<file path="config.mk">
export PLATFORM = sky130hd
export DESIGN_NAME = one_wire_master
export DESIGN_NICKNAME = d
export VERILOG_FILES = /design/src/design/owm_pkg.sv /design/src/design/one_wire_master.sv /design/src/design/owm_cfg.sv /design/src/design/owm_step.sv
export SDC_FILE = /design/constraint.sdc
export NUM_CORES = 1
export LEC_CHECK = 0
export BUFFER_PORTS_ARGS = -buffer_cell sky130_fd_sc_hd__buf_2
export CAP_MARGIN = 20
export CORE_MARGIN = 2
export CORE_UTILIZATION = 25
export CTS_CLUSTER_SIZE = 40
export DETAILED_ROUTE_END_ITERATION = 10
export SLEW_MARGIN = 10
export SYNTH_ARGS = -nofsm -noshare
export SYNTH_HDL_FRONTEND = slang
export SYNTH_HIERARCHICAL = 1
export SYNTH_SLANG_ARGS = --single-unit
</file>
<file path="constraint.sdc">
create_clock -name clk -period 4.1 [get_ports clk]
set_clock_uncertainty 0.2 [all_clocks]
set_input_delay 0.41 -clock clk [delete_from_list [all_inputs] [get_ports clk]]
set_output_delay 0.41 -clock clk [all_outputs]
set_load 0.05 [all_outputs]
</file>
<file path="src/design/owm_pkg.sv">
// ----------------------------------------------------------------------------
// owm_pkg: shared types and constants of the 1-Wire bus master
// Register indexes, reset values of the timing registers, and the structs
// passed between the configuration bank, the step logic and the top level.
// ----------------------------------------------------------------------------
package owm_pkg;

	localparam int CFG_W       = 10;
	localparam int CFG_IDX_W   = 3;
	localparam int TIMER_BITS_DEF = 10;

	// Operation codes of an input item.
	localparam logic [1:0] OP_TICK  = 2'd0;
	localparam logic [1:0] OP_RESET = 2'd1;
	localparam logic [1:0] OP_WRITE = 2'd2;
	localparam logic [1:0] OP_READ  = 2'd3;

	// Register indexes on the configuration port.
	localparam logic [CFG_IDX_W-1:0] REG_RESET_LOW    = 3'd0;
	localparam logic [CFG_IDX_W-1:0] REG_PRES_WAIT    = 3'd1;
	localparam logic [CFG_IDX_W-1:0] REG_RESET_REC    = 3'd2;
	localparam logic [CFG_IDX_W-1:0] REG_WR1_LOW      = 3'd3;
	localparam logic [CFG_IDX_W-1:0] REG_WR1_TAIL     = 3'd4;
	localparam logic [CFG_IDX_W-1:0] REG_WR0_LOW      = 3'd5;
	localparam logic [CFG_IDX_W-1:0] REG_RD_LOW       = 3'd6;
	localparam logic [CFG_IDX_W-1:0] REG_RD_TAIL      = 3'd7;

	// Reset values of the timing registers, in microseconds.
	localparam logic [CFG_W-1:0] RST_RESET_LOW = 10'd500;
	localparam logic [CFG_W-1:0] RST_PRES_WAIT = 10'd80;
	localparam logic [CFG_W-1:0] RST_RESET_REC = 10'd500;
	localparam logic [CFG_W-1:0] RST_WR1_LOW   = 10'd2;
	localparam logic [CFG_W-1:0] RST_WR1_TAIL  = 10'd60;
	localparam logic [CFG_W-1:0] RST_WR0_LOW   = 10'd60;
	localparam logic [CFG_W-1:0] RST_RD_LOW    = 10'd2;
	localparam logic [CFG_W-1:0] RST_RD_TAIL   = 10'd50;

	typedef struct packed {
		logic [CFG_W-1:0] reset_low;
		logic [CFG_W-1:0] presence_wait;
		logic [CFG_W-1:0] reset_recovery;
		logic [CFG_W-1:0] write_one_low;
		logic [CFG_W-1:0] write_one_tail;
		logic [CFG_W-1:0] write_zero_low;
		logic [CFG_W-1:0] read_low;
		logic [CFG_W-1:0] read_tail;
	} owm_cfg_t;

	typedef struct packed {
		logic       drive_low;
		logic       busy;
		logic       done;
		logic       presence;
		logic [7:0] read_byte;
		logic       ignored;
	} owm_result_t;

endpackage

</file>
<file path="src/design/one_wire_master.sv">
// ----------------------------------------------------------------------------
// one_wire_master: 1-Wire bus master paced by microsecond ticks
// Each input transfer is one tick and may start a reset, byte write or byte
// read; each output transfer reports drive, busy, done and the command result.
//
//   channel | signals                           | direction
//   --------+-----------------------------------+-------------------
//   in      | in_valid, in_stall, operation,    | tick items in
//           | write_byte, line_level            |
//   out     | out_valid, out_stall, drive_low,  | one result per tick
//           | busy_res, done_res, presence,     |
//           | read_byte, ignored                |
//   cfg     | cfg_we, cfg_index, cfg_data       | timing registers
//
// One tick is accepted every cycle while in_stall is low. It is held in the
// input register, and its result is loaded into the result register once that
// register is free or drains, and is offered from there.
// Reset clears the sequencer to idle and loads the default timing values.
// A stall on the output holds the result register and, once the input
// register is also full, raises in_stall.
// ----------------------------------------------------------------------------
module one_wire_master import owm_pkg::*; #(
	parameter int TIMER_BITS = TIMER_BITS_DEF
) (
	input  logic                 clk,
	input  logic                 arst_n,
	input  logic                 in_valid,
	output logic                 in_stall,
	input  logic [1:0]           operation,
	input  logic [7:0]           write_byte,
	input  logic                 line_level,
	output logic                 out_valid,
	input  logic                 out_stall,
	output logic                 drive_low,
	output logic                 busy_res,
	output logic                 done_res,
	output logic                 presence,
	output logic [7:0]           read_byte,
	output logic                 ignored,
	input  logic                 cfg_we,
	input  logic [CFG_IDX_W-1:0] cfg_index,
	input  logic [CFG_W-1:0]     cfg_data
);

	owm_cfg_t    cfg;
	owm_result_t result;
	owm_result_t result_q;

	logic       valid_s1;
	logic [1:0] operation_s1;
	logic [7:0] write_byte_s1;
	logic       line_level_s1;
	logic       out_valid_q;
	logic       advance;

	// The input register moves on when the result register is free or drains.
	assign advance  = valid_s1 && (!out_valid_q || !out_stall);
	assign in_stall = valid_s1 && !advance;

	always_ff @(posedge clk or negedge arst_n) begin
		if (!arst_n) begin
			valid_s1 <= 1'b0;
		end else if (!in_stall) begin
			valid_s1 <= in_valid;
		end
	end

	always_ff @(posedge clk) begin
		if (in_valid && !in_stall) begin
			operation_s1  <= operation;
			write_byte_s1 <= write_byte;
			line_level_s1 <= line_level;
		end
	end

	owm_cfg u_cfg (
		.clk       (clk),
		.arst_n    (arst_n),
		.cfg_we    (cfg_we),
		.cfg_index (cfg_index),
		.cfg_data  (cfg_data),
		.cfg       (cfg)
	);

	owm_step #(
		.TIMER_BITS (TIMER_BITS)
	) u_step (
		.clk        (clk),
		.arst_n     (arst_n),
		.advance    (advance),
		.cfg        (cfg),
		.operation  (operation_s1),
		.write_byte (write_byte_s1),
		.line_level (line_level_s1),
		.result     (result)
	);

	always_ff @(posedge clk or negedge arst_n) begin
		if (!arst_n) begin
			out_valid_q <= 1'b0;
		end else if (advance) begin
			out_valid_q <= 1'b1;
		end else if (!out_stall) begin
			out_valid_q <= 1'b0;
		end
	end

	always_ff @(posedge clk) begin
		if (advance) begin
			result_q <= result;
		end
	end

	assign out_valid = out_valid_q;
	assign drive_low = result_q.drive_low;
	assign busy_res  = result_q.busy;
	assign done_res  = result_q.done;
	assign presence  = result_q.presence;
	assign read_byte = result_q.read_byte;
	assign ignored   = result_q.ignored;

endmodule

</file>
<file path="src/design/owm_cfg.sv">
// ----------------------------------------------------------------------------
// owm_cfg: timing register bank
// Eight 10-bit slot and pulse lengths, written through a plain write port.
// ----------------------------------------------------------------------------
module owm_cfg import owm_pkg::*; (
	input  logic                 clk,
	input  logic                 arst_n,
	input  logic                 cfg_we,
	input  logic [CFG_IDX_W-1:0] cfg_index,
	input  logic [CFG_W-1:0]     cfg_data,
	output owm_cfg_t             cfg
);

	owm_cfg_t cfg_q;

	always_ff @(posedge clk or negedge arst_n) begin
		if (!arst_n) begin
			cfg_q.reset_low      <= RST_RESET_LOW;
			cfg_q.presence_wait  <= RST_PRES_WAIT;
			cfg_q.reset_recovery <= RST_RESET_REC;
			cfg_q.write_one_low  <= RST_WR1_LOW;
			cfg_q.write_one_tail <= RST_WR1_TAIL;
			cfg_q.write_zero_low <= RST_WR0_LOW;
			cfg_q.read_low       <= RST_RD_LOW;
			cfg_q.read_tail      <= RST_RD_TAIL;
		end else if (cfg_we) begin
			case (cfg_index)
				REG_RESET_LOW: cfg_q.reset_low      <= cfg_data;
				REG_PRES_WAIT: cfg_q.presence_wait  <= cfg_data;
				REG_RESET_REC: cfg_q.reset_recovery <= cfg_data;
				REG_WR1_LOW:   cfg_q.write_one_low  <= cfg_data;
				REG_WR1_TAIL:  cfg_q.write_one_tail <= cfg_data;
				REG_WR0_LOW:   cfg_q.write_zero_low <= cfg_data;
				REG_RD_LOW:    cfg_q.read_low       <= cfg_data;
				REG_RD_TAIL:   cfg_q.read_tail      <= cfg_data;
				default: ;
			endcase
		end
	end

	assign cfg = cfg_q;

endmodule

</file>
<file path="src/design/owm_step.sv">
// ----------------------------------------------------------------------------
// owm_step: bus sequencer for one microsecond tick
// Holds the phase, timer and bit state and works out the drive and status of
// one tick from the registered input item.
// ----------------------------------------------------------------------------
module owm_step import owm_pkg::*; #(
	parameter int TIMER_BITS = TIMER_BITS_DEF
) (
	input  logic        clk,
	input  logic        arst_n,
	input  logic        advance,
	input  owm_cfg_t    cfg,
	input  logic [1:0]  operation,
	input  logic [7:0]  write_byte,
	input  logic        line_level,
	output owm_result_t result
);

	localparam int WW = (TIMER_BITS > CFG_W) ? TIMER_BITS : CFG_W;
	localparam logic [TIMER_BITS-1:0] TIMER_MAX = '1;
	localparam logic [TIMER_BITS-1:0] TIMER_ONE = TIMER_BITS'(1);

	localparam logic [3:0] PH_IDLE       = 4'd0;
	localparam logic [3:0] PH_RST_LOW    = 4'd1;
	localparam logic [3:0] PH_RST_WAIT   = 4'd2;
	localparam logic [3:0] PH_RST_SAMPLE = 4'd3;
	localparam logic [3:0] PH_RST_REC    = 4'd4;
	localparam logic [3:0] PH_WR_LOW     = 4'd5;
	localparam logic [3:0] PH_WR_TAIL    = 4'd6;
	localparam logic [3:0] PH_RD_LOW     = 4'd7;
	localparam logic [3:0] PH_RD_SAMPLE  = 4'd8;
	localparam logic [3:0] PH_RD_TAIL    = 4'd9;

	logic [3:0]            phase_q;
	logic [TIMER_BITS-1:0] timer_q;
	logic [2:0]            bit_q;
	logic [7:0]            shift_q;
	logic                  pres_q;

	logic [3:0]            ph, ph_tick;
	logic [TIMER_BITS-1:0] tm, tail;
	logic [2:0]            bi;
	logic [7:0]            sh;
	logic                  pf;
	logic                  fin, adv_wr, adv_rd;

	// A length register mapped onto the timer: zero counts as one tick where
	// min1 is set, and values beyond the timer range saturate.
	function automatic logic [TIMER_BITS-1:0] clamp_len(input logic [CFG_W-1:0] v,
			input logic min1);
		logic [WW-1:0] ext;
		ext = WW'(v);
		if (min1 && v == '0) begin
			ext = WW'(1);
		end
		if (ext > WW'(TIMER_MAX)) begin
			return TIMER_MAX;
		end
		return TIMER_BITS'(ext);
	endfunction

	always_comb begin
		ph     = phase_q;
		tm     = timer_q;
		bi     = bit_q;
		sh     = shift_q;
		pf     = pres_q;
		fin    = 1'b0;
		adv_wr = 1'b0;
		adv_rd = 1'b0;
		tail   = '0;
		result = '0;

		// A command starts on the tick that carries it if the sequencer is idle; else it is flagged as ignored.
		if (phase_q == PH_IDLE) begin
			case (operation)
				OP_RESET: begin
					bi = '0;
					ph = PH_RST_LOW;
					tm = clamp_len(cfg.reset_low, 1'b1);
				end
				OP_WRITE: begin
					sh = write_byte;
					bi = '0;
					ph = PH_WR_LOW;
					tm = write_byte[0] ? clamp_len(cfg.write_one_low, 1'b1)
						: clamp_len(cfg.write_zero_low, 1'b1);
				end
				OP_READ: begin
					sh = '0;
					bi = '0;
					ph = PH_RD_LOW;
					tm = clamp_len(cfg.read_low, 1'b1);
				end
				default: ;
			endcase
		end else if (operation != OP_TICK) begin
			result.ignored = 1'b1;
		end

		ph_tick = ph;
		if (ph_tick != PH_IDLE) begin
			result.busy      = 1'b1;
			result.drive_low = (ph_tick == PH_RST_LOW) || (ph_tick == PH_WR_LOW) ||
				(ph_tick == PH_RD_LOW);
			if (ph_tick == PH_RST_SAMPLE) begin
				pf = ~line_level;
			end
			if (ph_tick == PH_RD_SAMPLE) begin
				sh = {line_level, sh[7:1]};
			end

			if (tm <= TIMER_ONE) begin
				case (ph_tick)
					PH_RST_LOW: begin
						ph = PH_RST_WAIT;
						tm = clamp_len(cfg.presence_wait, 1'b1);
					end
					PH_RST_WAIT: begin
						ph = PH_RST_SAMPLE;
						tm = TIMER_ONE;
					end
					PH_RST_SAMPLE: begin
						tail = clamp_len(cfg.reset_recovery, 1'b0);
						if (tail == '0) begin
							fin = 1'b1;
						end else begin
							ph = PH_RST_REC;
							tm = tail;
						end
					end
					PH_RST_REC: fin = 1'b1;
					PH_WR_LOW: begin
						// A zero bit has no released tail.
						tail = sh[0] ? clamp_len(cfg.write_one_tail, 1'b0) : '0;
						if (tail == '0) begin
							adv_wr = 1'b1;
						end else begin
							ph = PH_WR_TAIL;
							tm = tail;
						end
					end
					PH_WR_TAIL: adv_wr = 1'b1;
					PH_RD_LOW: begin
						ph = PH_RD_SAMPLE;
						tm = TIMER_ONE;
					end
					PH_RD_SAMPLE: begin
						tail = clamp_len(cfg.read_tail, 1'b0);
						if (tail == '0) begin
							adv_rd = 1'b1;
						end else begin
							ph = PH_RD_TAIL;
							tm = tail;
						end
					end
					PH_RD_TAIL: adv_rd = 1'b1;
					default: fin = 1'b1;
				endcase

				if (adv_wr) begin
					if (bi == 3'd7) begin
						fin = 1'b1;
					end else begin
						bi = bi + 3'd1;
						sh = {1'b0, sh[7:1]};
						ph = PH_WR_LOW;
						tm = sh[0] ? clamp_len(cfg.write_one_low, 1'b1)
							: clamp_len(cfg.write_zero_low, 1'b1);
					end
				end
				if (adv_rd) begin
					if (bi == 3'd7) begin
						fin = 1'b1;
					end else begin
						bi = bi + 3'd1;
						ph = PH_RD_LOW;
						tm = clamp_len(cfg.read_low, 1'b1);
					end
				end

				if (fin) begin
					ph = PH_IDLE;
					tm = '0;
					bi = '0;
					result.done = 1'b1;
					if (ph_tick >= PH_RST_LOW && ph_tick <= PH_RST_REC) begin
						result.presence = pf;
					end
					if (ph_tick >= PH_RD_LOW && ph_tick <= PH_RD_TAIL) begin
						result.read_byte = sh;
					end
				end
			end else begin
				tm = tm - TIMER_ONE;
			end
		end
	end

	always_ff @(posedge clk or negedge arst_n) begin
		if (!arst_n) begin
			phase_q <= PH_IDLE;
			timer_q <= '0;
			bit_q   <= '0;
			shift_q <= '0;
			pres_q  <= 1'b0;
		end else if (advance) begin
			phase_q <= ph;
			timer_q <= tm;
			bit_q   <= bi;
			shift_q <= sh;
			pres_q  <= pf;
		end
	end

endmodule

</file>
==> results of run 1 <==
flip-flops by register name, summed over array words and instances (netlist names), 2 cells and up:
register        count
operation_s1        2
read_byte           8
u_cfg/cfg          80
u_step/bit_q        3
u_step/phase_q      4
u_step/shift_q      8
u_step/timer_q     10
write_byte_s1       8
cell families after synthesis:
family | synth area share
AND/OR/NAND/NOR | 0.1575
AO/OA/AOI/OAI | 0.1608
flip-flops | 0.4482
multiplexers | 0.1849
buffers and inverters | 0.03536
XOR/XNOR | 0.006813
adder cells (fa/ha/maj) | 0.006488
layer usage:
layer | part of all wire | GRT usage
met5 | 0 | 0
met4 | 0.017 | 0.04943
met3 | 0.081 | 0.03404
met2 | 0.45 | 0.2215
met1 | 0.46 | 0.2072
what timing repair did:
action	4_1_cts	5_1_grt
hold buffers	13	0
endpoints found under the hold margin	58	0
setup endpoints to repair	0	6
gates resized for setup	0	1
setup buffers	0	1
power breakdown:
group	switching [mW]	internal (mW)	total, mW
clock network	0.637	0.900	1.54
registers	0.258	1.66	1.91
logic	0.839	0.666	1.51
total	1.73	3.22	4.96
metrics by stage:
step	hold WS, ns	cell area, um2
after floorplan	-0.08559	7714
after detailed placement	0.2757	8523
after global routing	0.06929	9255
after CTS	0.06648	9239
after global placement	0.2796	8523
final	0.07646	9255
layout make-up:
type | instances | area (um2) | share of cell area
multi-input cells | 522 | 4004 | 0.4326
inverters | 14 | 52.55 | 0.005678
flip-flops and latches | 132 | 3457 | 0.3735
clock buffers | 21 | 471.7 | 0.05097
repair buffers | 96 | 660.6 | 0.07138
well taps | 396 | 495.5 | 0.05354
clock inverters | 11 | 113.9 | 0.01230
worst max-delay path, cell delays in order, from the launching register on:
cell,delay (ns)
dfrtp_1,0.41
nor4_1,0.52
and4_1,0.42
a2111oi_4,0.11
a221o_1,0.35
buf_4,0.16
xnor2_1,0.15
ha_1,0.26
and3_1,0.18
a211oi_1,0.30
and2_4,0.31
o311ai_0,0.15
a22oi_1,0.27
how the worst max path moves through the flow:
| stage | start | endpoint | cells past startpoint |
|---|---|---|---|
| finish | u_cfg/cfg[39] | u_step/timer_q[0] | 12 |
| global route | u_step/phase_q[3] | u_step/timer_q[0] | 13 |
| CTS | u_step/phase_q[3] | u_step/timer_q[0] | 12 |
| detailed placement | u_step/phase_q[3] | u_step/timer_q[0] | 12 |
| global placement | u_step/phase_q[3] | u_step/timer_q[0] | 12 |
| floorplan | operation_s1[0] | u_step/timer_q[5] | 13 |
placed cells by master, fill, tap and decap left out, types with 17 or more instances in the layout:
cell,netlist,layout
dfrtp_1,81,81
a31oi_1,17,17
dfstp_2,27,27
edfxtp_1,24,24
mux2i_1,24,24
nand2_1,47,47
a21oi_1,29,29
clkbuf_16,0,18
mux2_4,31,31
mux2_2,64,64
buf_2,17,42
buf_4,1,40
o21ai_0,25,25
nor2_1,62,62
==> metrics.csv, run 1 <==
stage,metric,value,unit
sta,Final Cycle Share,0.9522,
cells_and_area,share of cells above drive strength 1,0.3254,
sta,RSZ-0062 raised after global routing,no,
setup_path,R2R depth,12,
routing,WL/cell,19.79,um
routing,DRC viols,0,
min_path,Worst Hold Class,in2reg,
sta,count of final setup violators,0,
cells_and_area,final std cells w/o fill,1192,
global_routing,All-Layer GR Usage,0.1471,
logic_synthesis,Post-synth ARST share,0.8182,
sta,final hold viol count,0,
placed_design,GP Congestion,0.9205,
sta,PnR worst setup slack,0.1961,ns
clock_tree,CTS Buf Count,17,
logic_synthesis,top-count cell post-synth,dfrtp_1,
routing,Vias,6357,
sta,Final min period,3.904,ns
die,Die H,179.7,um
cells_and_area,final core occ,0.3034,
logic_synthesis,biggest area consumer among synthesized cells,dfrtp_1,
sta,Final Max Slew Viols,0,
die,die area,32280,um2
routing,DR vias/cell,5.333,
logic_synthesis,cells after synthesis,710,
min_path,Hold Path Cell Cnt,2,
die,Die Width,179.7,um
die,row cnt,64,
flow_run,Max-Cap Viols,0,
routing,first drt pass iteration count,5,
logic_synthesis,synthesized area,7714,um2
routing,Routed Antenna Nets,0,
logic_synthesis,Post-synth EDFFs,24,
clock_tree,CTS H-tree depth,4,
sta,Sum Neg Setup Slack,0,ns
logic_synthesis,Synth top area share,0.2628,
sta,Max-slew headroom,0.3985,
die,Initial Utilization,0.2528,
logic_synthesis,syn avg cell area,10.86,um2
global_routing,first-pass GRT wire length,36.86,mm
power_and_ir_drop,maximum VDD drop,341.1,uV
sta,fmax,256.2,MHz
setup_path,worst r2r src,u_cfg/cfg[39],
setup_path,endpoint class of the critical path,register,
power_and_ir_drop,Pleak,3.780,nW
setup_path,CP max FO,12,
min_path,WHS Endpoint,out_valid,
placed_design,IO buf count,43,
clock_tree,Max clock buf depth,2,
setup_path,Crit path required time,4.23,ns
cells_and_area,layout overhead on the synthesized area,19.98,%
power_and_ir_drop,pwr dens,535.5,nW/um2
clock_tree,Clock transition at path regs,0.06,ns
sta,worst slew pin tran,0.9023,ns
logic_synthesis,sequential area share after synthesis,0.4482,
cells_and_area,antenna cells,0,
logic_synthesis,Synth Register Bits,132,
min_path,hold path start,out_stall,
setup_path,RR Endpoint,u_step/timer_q[0],
routing,WL final,23.59,mm
power_and_ir_drop,Final Power,4.956,mW
logic_synthesis,Synth top cells by count,"dfrtp_1, mux2_2, nor2_1",
clock_tree,CTS sink cnt,132,
logic_synthesis,Main synth FF type,dfrtp_1,
routing,1st-iter DRT viols,725,
global_routing,initial antenna violation count,0,
logic_synthesis,Yosys cell types,89,
clock_tree,Clock Tree Root,clkbuf_16,
global_routing,final global-route overflow total,0,
setup_path,flop2flop setup slack,0.20,ns
placed_design,Final HPWL DP,17.27,mm
logic_synthesis,Yosys Warn Count,6,
global_routing,number of global-route vias before repair,6066,
clock_tree,"Clk Latency, worst-skew pair",0.44,ns
die,CORE AREA,30510,um2
placed_design,DP Worst Slack,0.2401,ns
global_routing,largest net degree at the start of global routing,69,
cells_and_area,Layout fillers,3164,
setup_path,WS Path Type,reg2reg,
setup_path,Worst setup SP type,register,
cells_and_area,fin nets,816,
die,I/O pins,44,
logic_synthesis,Mapped Nets,743,
clock_tree,CTS tree,built,
placed_design,dpl cells,1146,
logic_synthesis,Synth area leaders,"dfrtp_1, edfxtp_1, mux2_2",
setup_path,Worst Path Arrival,4.04,ns
outcome,status,finished clean,
No activity file was read; power rests on OpenSTA's default activity.
==> inputs of run 2 (changes only) <==
CELL_PAD_IN_SITES_DETAIL_PLACEMENT = 1   (was default)
CELL_PAD_IN_SITES_GLOBAL_PLACEMENT = 1   (was default)
PLACE_DENSITY_LB_ADDON = 0.1   (was default)
RECOVER_POWER = 50   (was default)
==> run 2 against run 1 <==
- the flow now finishes with violations (capacitance limit, slew limit)
- non-clock buffer count is 11 higher
- worst setup slack better by 0.0042 ns
- critical path depth grew 2
- utilization down 0.066 points
- highest routed layer unchanged
==> metrics.csv, run 2 (synthesis gave the netlist of run 1 again) <==
stage,metric,value,unit,change
placed_design,IO buf count,43,,unchanged
power_and_ir_drop,clock network power share,0.307,,-0.003
routing,WL/cell,24.01,um,+21%
sta,count of final setup violators,0,,unchanged
global_routing,largest net degree at the start of global routing,66,,-4.3%
sta,fmax,256.4,MHz,+0.11%
cells_and_area,fin nets,827,,+1.3%
clock_tree,CTS H-tree depth,4,,unchanged
routing,1st-iter DRT viols,299,,-59%
outcome,failing checks,"capacitance limit, slew limit",,
power_and_ir_drop,pwr dens,542.2,nW/um2,+1.3%
cells_and_area,Largest register FFs,80,,unchanged
setup_path,"slowest stage delay, CP",0.59,ns,+0.07 ns
clock_tree,Clock Tree Root,clkbuf_16,,
flow_run,Max-Cap Viols,1,,+1
die,die area,32280,um2,unchanged
sta,final hold viol count,0,,unchanged
global_routing,number of global-route vias before repair,6693,,+10%
setup_path,endpoint class of the critical path,register,,
power_and_ir_drop,Pint,3.179,mW,-1.3%
global_routing,All-Layer GR Usage,0.1813,,+0.03418
setup_path,CP max FO,18,,+6
setup_path,Worst Path Arrival,4.00,ns,-0.04 ns
clock_tree,CTS sink cnt,132,,unchanged
global_routing,first-pass GRT wire length,44.04,mm,+19%
power_and_ir_drop,sequential fraction of design power,0.382,,-0.004
die,CORE AREA,30510,um2,unchanged
cells_and_area,most frequent cells in the layout,"dfrtp_1, mux2_2, nor2_1",,
cells_and_area,"most common cell after layout, fill and taps aside",dfrtp_1,,
die,Die H,179.7,um,unchanged
die,Die Width,179.7,um,unchanged
cells_and_area,layout overhead on the synthesized area,19.72,%,
power_and_ir_drop,Comb power frac,0.311,,+0.007
die,Initial Utilization,0.2528,,unchanged
setup_path,Crit path required time,4.20,ns,-0.03 ns
routing,first drt pass iteration count,5,,unchanged
placed_design,Final HPWL DP,21.64,mm,+25%
global_routing,initial antenna violation count,1,,+1
routing,M1 WL,13.74,mm,+28%
sta,Final Max Slew Viols,66,,+66
clock_tree,"Clk Latency, worst-skew pair",0.44,ns,about the same
sta,RSZ-0062 raised after global routing,yes,,
routing,DR WL met2,13.65,mm,+30%
setup_path,WS Path Type,reg2reg,,
routing,Vias,6296,,-0.96%
cells_and_area,final core occ,0.3027,,-0.0006570
sta,PnR worst setup slack,0.2003,ns,+0.004206 ns
cells_and_area,antenna cells,0,,unchanged
clock_tree,Clock transition at path regs,0.07,ns,about the same
outcome,status,finished with violations,,
die,row cnt,64,,unchanged
power_and_ir_drop,maximum VDD drop,311.2,uV,-8.8%
setup_path,"most used cell, CP",nor2_1,,
placed_design,DP Worst Slack,0.1821,ns,-0.05802 ns
clock_tree,Max clock buf depth,2,,unchanged
clock_tree,CTS Buf Count,17,,unchanged
sta,Final Cycle Share,0.9512,,-0.001026
global_routing,final global-route overflow total,0,,unchanged
sta,Max-slew headroom,-0.2064,,-0.6049
sta,Final min period,3.900,ns,-0.004206 ns
setup_path,Worst setup SP type,register,,
sta,worst slew pin tran,1.810,ns,+0.9073 ns
die,I/O pins,44,,unchanged
setup_path,"Cell Chain, Critical Path",buf_4 -> or4_1 -> buf_4 -> nor3_1 -> nor2_1 -> o221ai_1 -> ha_1 -> nor2_1 -> nor2_1 -> and3_1 -> buf_4 -> nor2_1 -> o311ai_0 -> a22oi_1,,
routing,Top Metal Used,met4,,
min_path,Worst Hold Class,in2reg,,
routing,Routed Antenna Nets,0,,unchanged
power_and_ir_drop,sw frac,0.3651,,+0.01535
clock_tree,CTS tree,built,,
routing,WL met3,858,um,-55%
routing,DRC viols,0,,unchanged
power_and_ir_drop,Psw,1.828,mW,+5.5%
power_and_ir_drop,Pleak,3.742,nW,-1.0%
routing,DR vias/cell,5.234,,-1.9%
routing,WL final,28.89,mm,+22%
cells_and_area,share of cells above drive strength 1,0.3048,,-0.02054
placed_design,GP Congestion,0.8621,,-6.3%
setup_path,slowest CP cell,or4_1,,
==> run 2: cell count changes in the layout (fill, tap and decap cells not counted), moves of 2 or more <==
cell and change:
mux2_1 +22, mux2_4 -22, buf_4 +9, buf_2 -4
clkbuf_1 +3, inv_6 +3, clkbuf_2 +2, inv_4 -2
==> run 2: power by group through the flow <==
stage	clock network [mW]	registers [mW]	logic [mW]
2_1_floorplan	0	1.86	1.02
3_3_place_gp	0	1.93	1.57
3_5_place_dp	0	1.93	1.58
4_1_cts	1.59	1.91	1.60
5_1_grt	1.65	1.95	1.71
6_report	1.54	1.91	1.56
==> run 2: cell type report <==
type,instances,area [um2]
multi-input combinational,522,3915
inverter,14,52.55
fill,3457,21270
clock buffer,19,442.9
tap,396,495.5
timing repair buffer,107,733.2
clock inverter,13,138.9
sequential,132,3457
==> run 2: per-stage QoR <==
step / power [mW] / hold WS (ns) / instances / instance area [um2] / setup TNS, ns
finish: 5.008 / 0.06774 / 1203 / 9235 / 0
global route: 5.302 / 0.07443 / 1203 / 9235 / -0.02854
CTS: 5.105 / 0.05128 / 1203 / 9329 / 0
detailed placement: 3.510 / 0.2846 / 1158 / 8617 / 0
global placement: 3.502 / 0.2781 / 1158 / 8617 / 0
floorplan: 2.878 / -0.08559 / 710 / 7714 / 0
==> run 2: metal layers <==
| layer | vias up | global-route usage |
|---|---|---|
| met4 | 0 | 0.06016 |
| met2 | 117 | 0.2952 |
| met3 | 31 | 0.02755 |
| met5 | - | 0 |
| li1 | 2881 | - |
| met1 | 3267 | 0.2461 |
==> run 2: repair_timing <==
action                                  4_1_cts  5_1_grt
gates resized for setup                       0        3
hold endpoints to repair                     60        0
hold buffers                                 13        0
buffers inserted                              0        0
endpoints found under the setup margin        0        6
==> run 2: final timing paths <==
kind	startpoint	to	slack [ns]	depth (start not counted)
max	u_step/phase_q[1]	u_step/timer_q[0]	0.20	14
min	out_stall	out_valid	0.07	2
max reg2reg	u_step/phase_q[1]	u_step/timer_q[0]	0.20	14
min reg2reg	u_step/bit_q[2]	u_step/bit_q[2]	0.30	1
max in group asynchronous	arst_n	u_cfg/cfg[32]	1.61	3
min in group asynchronous	arst_n	u_cfg/cfg[47]	0.80	2
==> run 2: worst max-delay path, delay by kind of cell, from the launching register on <==
kind,cells,cell delay [ns]
DFF,1,0.41
and+or+nand+nor,7,1.44
buffers and inverters,3,0.59
AOI/OAI and AO/OA,3,0.84
adders and majority gates,1,0.27
==> inputs of run 3 (changes only) <==
CORE_UTILIZATION = 35   (was 25)
==> run 3 against run 2 <==
- the run still ends with capacitance limit, slew limit left
- register-to-register slack hardly changed
- global-route usage is 5.3 points higher
- combinational power is 3% lower
- first-iteration DRC count is 66% higher
- non-clock buffer count is 3 lower
- clock power hardly changed
- sequential power hardly changed
- cell count is 9.9% lower
- die area is 28% lower
- worst hold slack worse by 0.038 ns
- power is 1.2% lower
- critical endpoint unchanged
- highest routed layer unchanged
==> metrics.csv, run 3 (synthesis gave the netlist of run 1 again) <==
stage,metric,value,unit,change
outcome,status,finished with violations,,
outcome,failing checks,"capacitance limit, slew limit",,
sta,fmax,257.2,MHz,+0.29%
setup_path,CP max FO,12,,-6
sta,worst slew pin tran,2.974,ns,+1.164 ns
clock_tree,Clock transition at path regs,0.06,ns,about the same
clock_tree,CTS sink cnt,132,,unchanged
power_and_ir_drop,Pleak,3.722,nW,-0.53%
setup_path,WS Path Type,reg2reg,,
cells_and_area,"most common cell after layout, fill and taps aside",dfrtp_1,,
power_and_ir_drop,maximum VDD drop,291.0,uV,-6.5%
die,row cnt,54,,-16%
min_path,WHS Endpoint,valid_s1,,
sta,Final Cycle Share,0.9484,,-0.002749
die,Initial Utilization,0.3546,,+0.1017
setup_path,Worst setup SP type,register,,
cells_and_area,Layout fillers,2447,,-29%
routing,Routed Antenna Nets,0,,unchanged
clock_tree,CTS H-tree depth,4,,unchanged
setup_path,crit path launch,u_step/phase_q[0],,
sta,RSZ-0062 raised after global routing,no,,
clock_tree,"Clk Latency, worst-skew pair",0.43,ns,about the same
placed_design,GP Congestion,0.9087,,+5.4%
setup_path,Crit path required time,4.24,ns,+0.04 ns
clock_tree,Max clock buf depth,2,,unchanged
placed_design,IO buf count,43,,unchanged
cells_and_area,antenna cells,0,,unchanged
min_path,Hold Path Cell Cnt,2,,unchanged
sta,final hold viol count,0,,unchanged
routing,WL final,26.63,mm,-7.8%
die,I/O pins,44,,unchanged
placed_design,Final HPWL DP,20.07,mm,-7.3%
flow_run,Max-Cap Viols,1,,unchanged
clock_tree,CTS Buf Count,17,,unchanged
cells_and_area,fin nets,824,,-0.36%
sta,Final Max Slew Viols,48,,-27%
global_routing,largest net degree at the start of global routing,62,,-6.1%
die,Die H,152.5,um,-15%
global_routing,All-Layer GR Usage,0.2346,,+0.05331
setup_path,flop2flop setup slack,0.21,ns,about the same
power_and_ir_drop,pwr dens,547.4,nW/um2,+0.94%
sta,Final min period,3.888,ns,-0.01127 ns
routing,1st-iter DRT viols,495,,+66%
setup_path,endpoint class of the critical path,register,,
sta,Max-slew headroom,-0.9826,,-0.7762
global_routing,number of global-route vias before repair,6712,,+0.28%
routing,first drt pass iteration count,5,,unchanged
cells_and_area,share of cells above drive strength 1,0.2948,,-0.01006
clock_tree,Clock Tree Root,clkbuf_16,,
global_routing,first-pass GRT wire length,41.75,mm,-5.2%
min_path,hold path start,in_valid,,
global_routing,final global-route overflow total,0,,unchanged
cells_and_area,most frequent cells in the layout,"dfrtp_1, mux2_2, nor2_1",,
global_routing,initial antenna violation count,0,,-1
clock_tree,CTS tree,built,,
routing,DR vias/cell,5.863,,+12%
die,die area,23240,um2,-28%
placed_design,Area after DPL,8431,um2,-2.2%
cells_and_area,layout overhead on the synthesized area,17.23,%,
sta,count of final setup violators,0,,unchanged
setup_path,worst r2r src,u_step/phase_q[0],,
routing,Vias,6355,,+0.94%
setup_path,Worst Path Arrival,4.02,ns,+0.02 ns
die,CORE AREA,21760,um2,-29%
cells_and_area,Largest register FFs,80,,unchanged
sta,Sum Neg Setup Slack,0,ns,unchanged
routing,WL/cell,24.56,um,+2.3%
routing,DRC viols,0,,unchanged
setup_path,R2R depth,12,,-2
setup_path,RR Endpoint,u_step/timer_q[0],,
sta,PnR worst setup slack,0.2115,ns,+0.01127 ns
placed_design,DP Worst Slack,0.1880,ns,+0.005939 ns
die,Die Width,152.5,um,-15%
min_path,Worst Hold Class,in2reg,,
cells_and_area,Post-Layout Inst Area,9042,um2,-2.1%
-- run 3: where the power goes --
group	switching, mW	internal [mW]	total (mW)
registers	0.257	1.66	1.91
clock network	0.631	0.897	1.53
logic	0.883	0.626	1.51
total	1.77	3.18	4.95
-- run 3: worst max path at each step --
stage | end | slack (ns) | cells past startpoint
floorplan | u_step/timer_q[5] | 0.26 | 13
CTS | u_step/timer_q[0] | 0.15 | 12
global route | u_step/timer_q[5] | 0.0006 | 12
global placement | u_step/timer_q[0] | 0.23 | 9
finish | u_step/timer_q[0] | 0.21 | 12
detailed placement | u_step/timer_q[0] | 0.19 | 12
-- run 3: through the flow --
stage                 util  hold slack [ns]  instances  power (mW)
global route        0.4156          0.03007       1084       5.219
CTS                 0.4199          0.01674       1081       5.025
detailed placement  0.3875           0.2878       1037       3.462
finish              0.4156          0.02966       1084       4.949
global placement    0.3875           0.2840       1037       3.437
floorplan                -         -0.08559        710       2.878
-- run 3: routing by layer --
metal,global-route usage,vias up,part of all wire
met1,0.3163,3285,0.45
met4,0.08245,0,0.026
li1,-,2876,-
met3,0.04010,34,0.040
met5,0,-,0
met2,0.3829,160,0.48
-- run 3: worst max-delay path: stages, from the launching register on --
cell       delay, ns
dfrtp_1         0.56
buf_4           0.27
nor2_1          0.10
and3_1          0.23
a2111oi_4       0.40
a221o_1         0.29
mux2_4          0.33
ha_1            0.24
and3_1          0.19
a211oi_1        0.32
and2_4          0.31
o311ai_1        0.13
a22oi_1         0.22
-- run 3: timing repair --
action                                  4_1_cts  5_1_grt
endpoints found under the hold margin        51        0
endpoints found under the setup margin        0        3
hold buffers                                 12        0
gates resized for setup                       0        3
setup buffers                                 0        3
-- run 3: layout make-up --
type / count / area [um2] / area share
clock buffer: 20 / 467.9 / 0.05175
sequential: 132 / 3457 / 0.3823
multi-input combinational: 522 / 3891 / 0.4303
clock inverter: 12 / 116.4 / 0.01287
timing repair buffer: 104 / 706.9 / 0.07818
tap: 280 / 350.3 / 0.03874
inverter: 14 / 52.55 / 0.005812
